===== src/rtl/b64_pkg.sv =====
// ----------------------------------------------------------------------------
// b64_pkg: shared types and helpers of the base64 stream encoder
// Holds the group record that the front passes to the back, the padding
// character and the sextet to alphabet mapping.
// ----------------------------------------------------------------------------
package b64_pkg;

	// default depth of the group queue between front and back
	localparam int B64_QUEUE_DEPTH = 2;

	// padding character '='
	localparam logic [6:0] PAD_CHAR = 7'h3D;

	// one group ready for output: three bytes, first byte in the top bits
	typedef struct packed {
		logic [23:0] bits;
		logic [1:0]  npad;     // number of trailing '=' characters (0..2)
		logic        fin;      // group closes the message
	} group_t;

	// standard alphabet: A-Z, a-z, 0-9, '+', '/'
	function automatic logic [6:0] sextet_char(input logic [5:0] v);
		logic [6:0] w;
		logic [6:0] c;
		begin
			w = {1'b0, v};
			if (w < 7'd26) begin
				c = 7'h41 + w;
			end else if (w < 7'd52) begin
				c = 7'h61 + (w - 7'd26);
			end else if (w < 7'd62) begin
				c = 7'h30 + (w - 7'd52);
			end else if (w == 7'd62) begin
				c = 7'h2B;
			end else begin
				c = 7'h2F;
			end
			return c;
		end
	endfunction

endpackage


===== src/rtl/b64_front.sv =====
// ----------------------------------------------------------------------------
// b64_front: byte gathering front end
// Collects raw bytes into groups of three and hands a completed or final
// partial group to the queue, together with its padding count.
// ----------------------------------------------------------------------------
module b64_front
	import b64_pkg::*;
(
	input  logic       clk,
	input  logic       arst_n,
	input  logic       in_valid,
	output logic       in_ready,
	input  logic [7:0] in_byte,
	input  logic       in_final,
	output logic       push,
	output group_t     push_group,
	input  logic       queue_full
);

	logic [1:0] pos_q;
	logic [7:0] held0_q;
	logic [7:0] held1_q;
	logic       accept;

	assign in_ready = !queue_full;
	assign accept   = in_valid && in_ready;

	// classify the byte by its place in the open group
	always_comb begin
		push            = 1'b0;
		push_group.bits = {held0_q, held1_q, in_byte};
		push_group.npad = 2'd0;
		push_group.fin  = in_final;
		case (pos_q)
			2'd1: begin
				push_group.bits = {held0_q, in_byte, 8'h00};
				push_group.npad = 2'd1;
				push            = accept && in_final;
			end
			2'd2: begin
				push = accept;
			end
			default: begin
				push_group.bits = {in_byte, 16'h0000};
				push_group.npad = 2'd2;
				push            = accept && in_final;
			end
		endcase
	end

	// group position
	always_ff @(posedge clk or negedge arst_n) begin
		if (!arst_n) begin
			pos_q <= 2'd0;
		end else if (accept) begin
			if (in_final || pos_q == 2'd2) begin
				pos_q <= 2'd0;
			end else if (pos_q == 2'd1) begin
				pos_q <= 2'd2;
			end else begin
				pos_q <= 2'd1;
			end
		end
	end

	// held bytes
	always_ff @(posedge clk or negedge arst_n) begin
		if (!arst_n) begin
			held0_q <= 8'h00;
			held1_q <= 8'h00;
		end else if (accept && !in_final) begin
			if (pos_q == 2'd1) begin
				held1_q <= in_byte;
			end else if (pos_q != 2'd2) begin
				held0_q <= in_byte;
			end
		end
	end

endmodule


===== src/rtl/b64_queue.sv =====
// ----------------------------------------------------------------------------
// b64_queue: group queue
// Small first-in first-out store of group records between front and back.
// ----------------------------------------------------------------------------
module b64_queue
	import b64_pkg::*;
#(
	parameter int DEPTH = B64_QUEUE_DEPTH
)
(
	input  logic   clk,
	input  logic   arst_n,
	input  logic   push,
	input  group_t push_group,
	output logic   full,
	input  logic   pop,
	output logic   not_empty,
	output group_t head
);

	localparam int PW = (DEPTH > 1) ? $clog2(DEPTH) : 1;
	localparam int CW = $clog2(DEPTH + 1);
	localparam logic [PW-1:0] LAST_PTR = PW'(DEPTH - 1);
	localparam logic [CW-1:0] FULL_CNT = CW'(DEPTH);

	group_t          store_q [DEPTH];
	logic [PW-1:0]   wr_ptr_q;
	logic [PW-1:0]   rd_ptr_q;
	logic [CW-1:0]   count_q;
	logic            do_push;
	logic            do_pop;

	assign full      = (count_q == FULL_CNT);
	assign not_empty = (count_q != '0);
	assign do_push   = push && !full;
	assign do_pop    = pop && not_empty;
	assign head      = store_q[rd_ptr_q];

	// entry storage
	always_ff @(posedge clk) begin
		if (do_push) begin
			store_q[wr_ptr_q] <= push_group;
		end
	end

	// pointers and fill count
	always_ff @(posedge clk or negedge arst_n) begin
		if (!arst_n) begin
			wr_ptr_q <= '0;
			rd_ptr_q <= '0;
			count_q  <= '0;
		end else begin
			if (do_push) begin
				wr_ptr_q <= (wr_ptr_q == LAST_PTR) ? '0 : wr_ptr_q + 1'b1;
			end
			if (do_pop) begin
				rd_ptr_q <= (rd_ptr_q == LAST_PTR) ? '0 : rd_ptr_q + 1'b1;
			end
			if (do_push && !do_pop) begin
				count_q <= count_q + 1'b1;
			end else if (do_pop && !do_push) begin
				count_q <= count_q - 1'b1;
			end
		end
	end

endmodule


===== src/rtl/b64_back.sv =====
// ----------------------------------------------------------------------------
// b64_back: character emitter
// Walks the head group one sextet a cycle unless the output stalls, maps it to the
// alphabet or to padding, and holds each character in the output register.
// ----------------------------------------------------------------------------
module b64_back
	import b64_pkg::*;
(
	input  logic       clk,
	input  logic       arst_n,
	input  logic       grp_valid,
	input  group_t     grp,
	output logic       pop,
	output logic       out_valid,
	input  logic       out_ready,
	output logic [6:0] out_char,
	output logic       out_group_end,
	output logic       out_msg_end
);

	logic [1:0] idx_q;
	logic       valid_q;
	logic [6:0] char_q;
	logic       gend_q;
	logic       mend_q;
	logic       load;
	logic       take;
	logic [5:0] sextet;
	logic       is_pad;
	logic [6:0] next_char;
	logic       last_char;

	assign load = !valid_q || out_ready;
	assign take = load && grp_valid;
	assign last_char = (idx_q == 2'd3);
	assign pop = take && last_char;

	// select the sextet and decide on padding
	always_comb begin
		case (idx_q)
			2'd0:    sextet = grp.bits[23:18];
			2'd1:    sextet = grp.bits[17:12];
			2'd2:    sextet = grp.bits[11:6];
			default: sextet = grp.bits[5:0];
		endcase
		is_pad    = ({1'b0, idx_q} >= (3'd4 - {1'b0, grp.npad}));
		next_char = is_pad ? PAD_CHAR : sextet_char(sextet);
	end

	// character index within the group
	always_ff @(posedge clk or negedge arst_n) begin
		if (!arst_n) begin
			idx_q   <= 2'd0;
			valid_q <= 1'b0;
		end else if (load) begin
			valid_q <= grp_valid;
			if (grp_valid) begin
				idx_q <= idx_q + 2'd1;
			end
		end
	end

	// output register payload
	always_ff @(posedge clk) begin
		if (take) begin
			char_q <= next_char;
			gend_q <= last_char;
			mend_q <= last_char && grp.fin;
		end
	end

	assign out_valid     = valid_q;
	assign out_char      = char_q;
	assign out_group_end = gend_q;
	assign out_msg_end   = mend_q;

endmodule


===== src/rtl/base64_stream_encoder.sv =====
// ----------------------------------------------------------------------------
// base64_stream_encoder: byte stream to base64 characters
// Standard alphabet with '=' padding, one byte in and one character out per
// beat, four characters for every group of three bytes or final partial group.
// ----------------------------------------------------------------------------
// A byte is taken in every cycle while the group queue has room; a group
// leaves as four characters, one a cycle from the output register while the
// sink is ready, so the single-character output stage sets the sustained
// rate. The first character of a group passes through the queue and then
// the output register before it is offered on m_tvalid. m_tlast marks the
// fourth character of every group and m_tuser the last character of a
// message.
module base64_stream_encoder
	import b64_pkg::*;
#(
	parameter int QUEUE_DEPTH = B64_QUEUE_DEPTH
)
(
	input  logic       clk,
	input  logic       arst_n,
	input  logic       s_tvalid,
	output logic       s_tready,
	input  logic [7:0] s_tdata,    // [7:0] data_byte
	input  logic       s_tlast,    // final_byte
	output logic       m_tvalid,
	input  logic       m_tready,
	output logic [7:0] m_tdata,    // [6:0] out_char, [7] zero
	output logic       m_tlast,    // group_end
	output logic       m_tuser     // [0] message_end
);

	logic       push;
	group_t     push_group;
	logic       queue_full;
	logic       pop;
	logic       grp_valid;
	group_t     head;
	logic [6:0] out_char;

	// front: gather bytes into groups
	b64_front u_front (
		.clk        (clk),
		.arst_n     (arst_n),
		.in_valid   (s_tvalid),
		.in_ready   (s_tready),
		.in_byte    (s_tdata),
		.in_final   (s_tlast),
		.push       (push),
		.push_group (push_group),
		.queue_full (queue_full)
	);

	// queue of pending groups
	b64_queue #(
		.DEPTH (QUEUE_DEPTH)
	) u_queue (
		.clk        (clk),
		.arst_n     (arst_n),
		.push       (push),
		.push_group (push_group),
		.full       (queue_full),
		.pop        (pop),
		.not_empty  (grp_valid),
		.head       (head)
	);

	// back: emit characters
	b64_back u_back (
		.clk           (clk),
		.arst_n        (arst_n),
		.grp_valid     (grp_valid),
		.grp           (head),
		.pop           (pop),
		.out_valid     (m_tvalid),
		.out_ready     (m_tready),
		.out_char      (out_char),
		.out_group_end (m_tlast),
		.out_msg_end   (m_tuser)
	);

	assign m_tdata = {1'b0, out_char};

endmodule


===== config.mk =====
export PLATFORM = sky130hd
export DESIGN_NAME = base64_stream_encoder
export DESIGN_NICKNAME = d
export VERILOG_FILES = /design/src/rtl/b64_pkg.sv /design/src/rtl/b64_front.sv /design/src/rtl/b64_queue.sv /design/src/rtl/b64_back.sv /design/src/rtl/base64_stream_encoder.sv
export SDC_FILE = /design/constraint.sdc
export NUM_CORES = 1
export LEC_CHECK = 0
export BUFFER_PORTS_ARGS = -buffer_cell sky130_fd_sc_hd__buf_2
export CORE_AREA = 3 3 71 122
export DETAILED_ROUTE_END_ITERATION = 6
export DIE_AREA = 0 0 74 125
export GPL_ROUTABILITY_DRIVEN = 1
export PLACE_DENSITY = 0.77
export SLEW_MARGIN = 20
export SYNTH_ARGS = -nofsm -noshare
export SYNTH_HDL_FRONTEND = slang
export SYNTH_SLANG_ARGS = --single-unit

===== constraint.sdc =====
create_clock -name clk -period 3.21 [get_ports clk]
set_input_delay 0.321 -clock clk [delete_from_list [all_inputs] [get_ports clk]]
set_output_delay 0.321 -clock clk [all_outputs]
set_load 0.05 [all_outputs]

==> Flow_metrics.wiki, run 1 <==
{| class="wikitable"
! Metric !! Value
|-
| Primary flip-flop cell chosen by synthesis mapping || sky130_fd_sc_hd__edfxtp_1
|-
| Setup violations, final || 0
|-
| Dominant combinational cell family by area after synthesis || compound AO/OA/AOI/OAI gates
|-
| List of cells traversed by the critical path || ha_1 -> or2_1 -> a21oi_2 -> a221o_1 -> a211oi_2 -> o311a_2 -> o21ai_0
|-
| Clock-pin slew reported for the worst setup and hold paths after clock tree synthesis || 0.06 ns
|-
| Syn Nets || 347
|-
| Largest net degree at the start of global routing || 28
|-
| Vias per inst || 5.88
|-
| Number of antenna violations at the first check in global routing || 0
|-
| Master cell of the clock root buffer || sky130_fd_sc_hd__clkbuf_16
|-
| Number of placed instances, taps included || 420
|-
| Vias || 2568
|-
| Total Negative Setup Slacks || 0 ns
|-
| Yosys warning total || 0
|-
| Number of antenna cells inserted || 0
|-
| Number of buffers on the longest clock path || 2
|-
| Min Clock Period, post-route || 2.80 ns
|-
| PortBufs || 23
|-
| Gr ovfl total || 0
|-
| Fraction of synthesized cell area in xor and xnor cells || 1.91%
|-
| Die H || 125 um
|-
| Portion of netlist area occupied by mux cells || 6.56%
|-
| ANT nets after route || 0
|-
| Share of synthesized registers carrying an async set or reset || 28.4%
|-
| Average wire per cell in the routed design || 17.6 um
|-
| Unrepaired setup endpoints after global routing || no
|-
| FMAX || 357 MHz
|-
| Cell Count, Final, Fillers Out || 437
|-
| Most common cell after layout, fill and taps aside || sky130_fd_sc_hd__edfxtp_1
|-
| Critical path fanouts, max || 12
|-
| Library cell contributing the largest single delay on the critical path || sky130_fd_sc_hd__a221o_1
|-
| Post-synthesis compound-gate area fraction || 12.3%
|-
| Initial Utilization || 53.3%
|-
| Post-detailed-placement half-perimeter wirelength || 5.69 mm
|-
| Gate count of the mapped netlist || 321
|-
| Critical Path Sink Type || register
|-
| Number of max-cap violations || 0
|-
| Cts bufs inserted || 9
|-
| Routed WL || 7.70 mm
|-
| Final number of max-transition violations || 0
|-
| Worst clock skew || 0.00478 ns
|-
| Global-route wire length before repair || 12.8 mm
|-
| CP Data Arrival Time || 2.88 ns
|-
| TritonCTS clock tree || built
|-
| Post-synthesis sequential area ratio || 61.1%
|-
| H-Tree Level Count || 3
|-
| Number of enable-type register cells in the synthesized netlist || 63
|-
| Post-synthesis cell area || 0.00412 mm2
|-
| Class of the tightest hold or removal check || input pin to register
|-
| Final core utilization || 59.2%
|-
| Layout cells sized above 1 || 20.6%
|-
| Standard-cell row count || 42
|-
| Arithmetic-cell share of the synthesized area counting full adders, half adders and majority gates || 3.95%
|-
| Area grow syn2layout || 11.1%
|-
| Mean instance size in the synthesized netlist || 12.8 um2
|-
| Slew @ Worst Pin || 0.756 ns
|-
| Number of global-route vias before repair || 2623
|-
| Number of synthesized register bits || 88
|-
| Outcome || complete, no violations
|-
| # nets final || 370
|-
| Number of hold-slack violations in the final timing report || 0
|-
| Final period util || 87.4%
|-
| Start-to-end type of the worst setup path || register to register
|-
| Distinct cells, synth || 45
|-
| Type of element launching the critical path || register
|-
| Clock latency on the worst-skew pair || 0.33 ns
|-
| Number of clock sinks seen by CTS || 88
|-
| Crit path required time || 3.29 ns
|-
| Routability cong. || 0.974
|-
| Post-CTS setup buffer count || 0
|-
| Die Outline Area || 0.00925 mm2
|-
| Die X || 74 um
|-
| Number of ports placed on the die boundary || 25
|-
| Std-Cell Core Area || 0.00772 mm2
|-
| Detailed router's first-iteration violation count || 153
|-
| 1st-pass router iterations || 6
|-
| All-Layer GR Usage || 18.4%
|-
| Area share of and/or/nand/nor cells after synthesis || 10.5%
|-
| Drc violations || 0
|-
| Max incr delay on CP || 0.52 ns
|-
| Worst slew margin || 49.6%
|-
| Commonest non-fill, non-tap cells in the layout || sky130_fd_sc_hd__edfxtp_1 (63), sky130_fd_sc_hd__nand2_1 (38), sky130_fd_sc_hd__dfrtp_1 (25), sky130_fd_sc_hd__buf_2 (23), sky130_fd_sc_hd__nor2_1 (20)
|}
through the flow:
| stage | instance area [um2] | worst slack [ns] | hold WS, ns |
|---|---|---|---|
| global placement | 4290 | 0.527 | 0.346 |
| floorplan | 4120 | 0.572 | 0.0254 |
| detailed placement | 4290 | 0.465 | 0.349 |
| global route | 4580 | 0.206 | 0.216 |
| finish | 4580 | 0.406 | 0.200 |
| CTS | 4580 | 0.428 | 0.198 |
cell type report:
class,instances,area (um2)
Tap cell,88,110
Fill cell,612,3150
Timing Repair Buffer,28,155
Multi-Input combinational cell,205,1470
Sequential cell,88,2520
Clock inverter,5,38.8
Inverter,12,45.0
Clock buffer,11,243
worst max-delay path, delay by kind of cell, from the launching register on:
family,cells,cell delay [ns]
AOI/OAI and AO/OA,5,1.28
DFF,1,0.43
adders and majority gates,1,0.42
and+or+nand+nor,1,0.42
sequential cells by signal, summed over array words and instances (netlist names):
signal and cells:
u_queue.store_q 54, u_back.out_valid 1, u_back.out_char 7, u_front.held0_q 8
u_queue.count_q 2, u_front.pos_q 2, u_queue.rd_ptr_q 1, u_back.out_group_end 1
u_front.held1_q 8, u_back.out_msg_end 1, u_back.idx_q 2, u_queue.wr_ptr_q 1
path summary, 6_finish.rpt:
check	startpoint	slack [ns]	depth (start not counted)	to
worst max-delay path	u_back.idx_q[1]	0.41	7	u_back.out_char[0]
worst min-delay path	m_tready	0.20	2	u_back.out_valid
worst max register to register	u_back.idx_q[1]	0.41	7	u_back.out_char[0]
worst min register to register	u_queue.count_q[1]	0.50	1	u_queue.count_q[1]
max in group asynchronous	arst_n	2.32	2	u_front.held0_q[6]
min in group asynchronous	arst_n	0.51	2	u_queue.wr_ptr_q
cells in the mapped netlist (7+ instances only):
cell type / instances / area (um2)
sky130_fd_sc_hd__edfxtp_1: 63 / 1890
sky130_fd_sc_hd__nand2_1: 38 / 143
sky130_fd_sc_hd__dfrtp_1: 25 / 626
sky130_fd_sc_hd__nor2_1: 20 / 75.1
sky130_fd_sc_hd__a22oi_1: 17 / 128
sky130_fd_sc_hd__mux2_2: 16 / 180
sky130_fd_sc_hd__o21ai_0: 14 / 70.1
sky130_fd_sc_hd__ha_1: 13 / 163
sky130_fd_sc_hd__and2_1: 12 / 75.1
sky130_fd_sc_hd__inv_1: 11 / 41.3
sky130_fd_sc_hd__nand3_1: 10 / 50.1
sky130_fd_sc_hd__mux2i_1: 9 / 90.1
sky130_fd_sc_hd__clkbuf_1: 8 / 30.0
sky130_fd_sc_hd__a21oi_1: 7 / 35.0
cells by family (layout without fill, tap and decap cells):
group | after synthesis | after routing
AO/OA/AOI/OAI | 63 | 63
XOR/XNOR | 9 | 9
adder cells (fa/ha/maj) | 13 | 13
buffers and inverters | 28 | 56
flip-flops | 88 | 88
multiplexers | 25 | 25
other | 1 | 1
AND/OR/NAND/NOR | 94 | 94
layer usage:
layer,up-vias,track usage (%),part of all wire (%)
met5,-,0,0
met4,0,12.6,4.8
met3,26,3.94,3.5
met2,78,31.2,54
met1,1238,19.5,38
li1,1226,-,-
timing repair:
item / 4_1_cts / 5_1_grt
resized for setup: 0 / 0
endpoints found under the hold margin: 25 / 0
hold buffers: 1 / 0
Power of run 1 is not shown: default switching activity piles up to over one toggle a cycle in this logic, so the estimate is an artifact.
==> run 2, diff against run 1 <==
--- a/config.mk
+++ b/config.mk
@@ -6,11 +6,11 @@
 export NUM_CORES = 1
 export LEC_CHECK = 0
 export BUFFER_PORTS_ARGS = -buffer_cell sky130_fd_sc_hd__buf_2
-export CORE_AREA = 3 3 71 122
+export CORE_AREA = 3 3 84 102
 export DETAILED_ROUTE_END_ITERATION = 6
-export DIE_AREA = 0 0 74 125
+export DIE_AREA = 0 0 87 105
 export GPL_ROUTABILITY_DRIVEN = 1
-export PLACE_DENSITY = 0.77
+export PLACE_DENSITY = 0.78
 export SLEW_MARGIN = 20
 export SYNTH_ARGS = -nofsm -noshare
 export SYNTH_HDL_FRONTEND = slang
==> Flow_metrics.wiki, run 2 (synthesized netlist as in run 1, its figures left out) <==
{| class="wikitable"
! Metric !! Value
|-
| Post-CTS setup buffer count || 0
|-
| Standard-cell row count || 35
|-
| Detailed router's first-iteration violation count || 123
|-
| Most common cell after layout, fill and taps aside || sky130_fd_sc_hd__edfxtp_1
|-
| Final core utilization || 58.9%
|-
| Min Clock Period, post-route || 2.74 ns
|-
| Total Negative Setup Slacks || 0 ns
|-
| Number of max-cap violations || 0
|-
| Worst clock skew || 0.00703 ns
|-
| PortBufs || 23
|-
| Clock-pin slew reported for the worst setup and hold paths after clock tree synthesis || 0.08 ns
|-
| Number of global-route vias before repair || 2515
|-
| Max reg flops || 54
|-
| Initial Utilization || 53.7%
|-
| Routed WL || 7.37 mm
|-
| # nets final || 369
|-
| Area occupied by registers || 0.00252 mm2
|-
| Die H || 105 um
|-
| Post-route setup slack || 0.466 ns
|-
| Start-to-end type of the worst setup path || register to register
|-
| Area grow syn2layout || 9.54%
|-
| Library cell contributing the largest single delay on the critical path || sky130_fd_sc_hd__a221o_1
|-
| Largest net degree at the start of global routing || 28
|-
| Vias per inst || 5.79
|-
| Clock latency on the worst-skew pair || 0.36 ns
|-
| All-Layer GR Usage || 17.4%
|-
| Worst slew margin || 47.7%
|-
| List of cells traversed by the critical path || ha_1 -> or2_1 -> a21oi_2 -> a221o_1 -> a211oi_2 -> o311a_2 -> o21ai_0
|-
| Multi-input gate area in the final layout || 0.00147 mm2
|-
| ANT nets after route || 0
|-
| Master cell of the clock root buffer || sky130_fd_sc_hd__clkbuf_8
|-
| Routability cong. || 0.886
|-
| Number of antenna violations at the first check in global routing || 0
|-
| CP Data Arrival Time || 2.85 ns
|-
| Place WS || 0.479 ns
|-
| Average wire per cell in the routed design || 16.8 um
|-
| Routed wl met2 || 3.77 mm
|-
| Outcome || complete, no violations
|-
| Commonest non-fill, non-tap cells in the layout || sky130_fd_sc_hd__edfxtp_1 (63), sky130_fd_sc_hd__nand2_1 (38), sky130_fd_sc_hd__dfrtp_1 (25), sky130_fd_sc_hd__buf_2 (23), sky130_fd_sc_hd__nor2_1 (20)
|-
| Layout cells sized above 1 || 20.4%
|-
| Final number of max-transition violations || 0
|-
| Number of buffers on the longest clock path || 2
|-
| 1st-pass router iterations || 4
|-
| Resized cells post-CTS || 0
|-
| Drc violations || 0
|-
| Die X || 87 um
|-
| Slew @ Worst Pin || 0.785 ns
|-
| Unrepaired setup endpoints after global routing || no
|-
| Std-Cell Core Area || 0.00766 mm2
|-
| Max incr delay on CP || 0.51 ns
|-
| H-Tree Level Count || 3
|-
| Number of antenna cells inserted || 0
|-
| Class of the tightest hold or removal check || input pin to register
|-
| Setup violations, final || 0
|-
| Post-detailed-placement half-perimeter wirelength || 5.33 mm
|-
| Critical path fanouts, max || 12
|-
| Number of ports placed on the die boundary || 25
|-
| Die Outline Area || 0.00914 mm2
|-
| Met1 Routed Length || 3.12 mm
|-
| Gr ovfl total || 0
|-
| FMAX || 364 MHz
|-
| Type of element launching the critical path || register
|-
| Vias || 2547
|-
| Amount of wire on met3 after detailed routing || 353 um
|-
| Global-route wire length before repair || 12.3 mm
|-
| TritonCTS clock tree || built
|-
| Most flops, register || u_queue.store_q
|-
| Number of clock sinks seen by CTS || 88
|-
| Filler cell count || 597
|-
| Number of hold-slack violations in the final timing report || 0
|-
| Highest routed layer || met4
|-
| Biggest regs || u_queue.store_q (54), u_front.held0_q (8), u_front.held1_q (8)
|-
| Cts bufs inserted || 9
|-
| Crit path required time || 3.32 ns
|-
| Final period util || 85.5%
|-
| Critical Path Sink Type || register
|}
## run 2: cell count changes in the layout (fill, tap and decap cells not counted), sizes merged
| cell | change |
|---|---|
| bufinv | +2 |
| buf | -1 |
| clkbuf | -1 |
| clkinv | +1 |
| inv | -1 |
| clkinvlp | -1 |
## run 2: metrics by stage
stage,hold WS [ns],std cells,instance area (um2)
2_1_floorplan,0.0254,321,4120
3_3_place_gp,0.340,423,4280
3_5_place_dp,0.348,423,4280
4_1_cts,0.147,440,4510
5_1_grt,0.156,440,4510
6_report,0.153,440,4510
## run 2: worst max-delay path, delay by kind of cell (launching register included)
| family | cells | cell delay, ns |
|---|---|---|
| fa+ha+maj | 1 | 0.42 |
| compound gates | 5 | 1.23 |
| simple gates | 1 | 0.40 |
| flops | 1 | 0.43 |
## run 2: timing repair
action / in CTS / in global routing
endpoints found under the hold margin: 25 / 0
hold buffers: 1 / 0
setup endpoints to repair: 0 / 0
## run 2: cell type report
cell class / instances / share of cell area [%]
Clock inverter: 6 / 2.02
Timing Repair Buffer: 27 / 3.27
Sequential cell: 88 / 55.8
Clock buffer: 10 / 2.83
Multi-Input combinational cell: 205 / 32.5
Inverter: 12 / 0.998
Tap cell: 92 / 2.55
## run 2: worst paths after layout
path / start / endpoint / slack (ns) / depth (start not counted)
max: u_back.idx_q[1] / u_back.out_char[0] / 0.47 / 7
min in group asynchronous: arst_n / u_front.pos_q[0] / 0.48 / 2
max in group asynchronous: arst_n / u_front.held0_q[7] / 2.35 / 2
min: m_tready / u_back.out_valid / 0.15 / 2
max reg2reg: u_back.idx_q[1] / u_back.out_char[0] / 0.47 / 7
min reg2reg: u_queue.count_q[1] / u_queue.count_q[1] / 0.50 / 1
## run 2: layer usage
| layer | global-route usage [%] | vias up |
|---|---|---|
| met4 | 6.90 | 0 |
| met1 | 21.8 | 1247 |
| met5 | 0 | - |
| li1 | - | 1220 |
| met2 | 28.7 | 69 |
| met3 | 4.02 | 11 |
Power of run 2 is left out for the same reason.
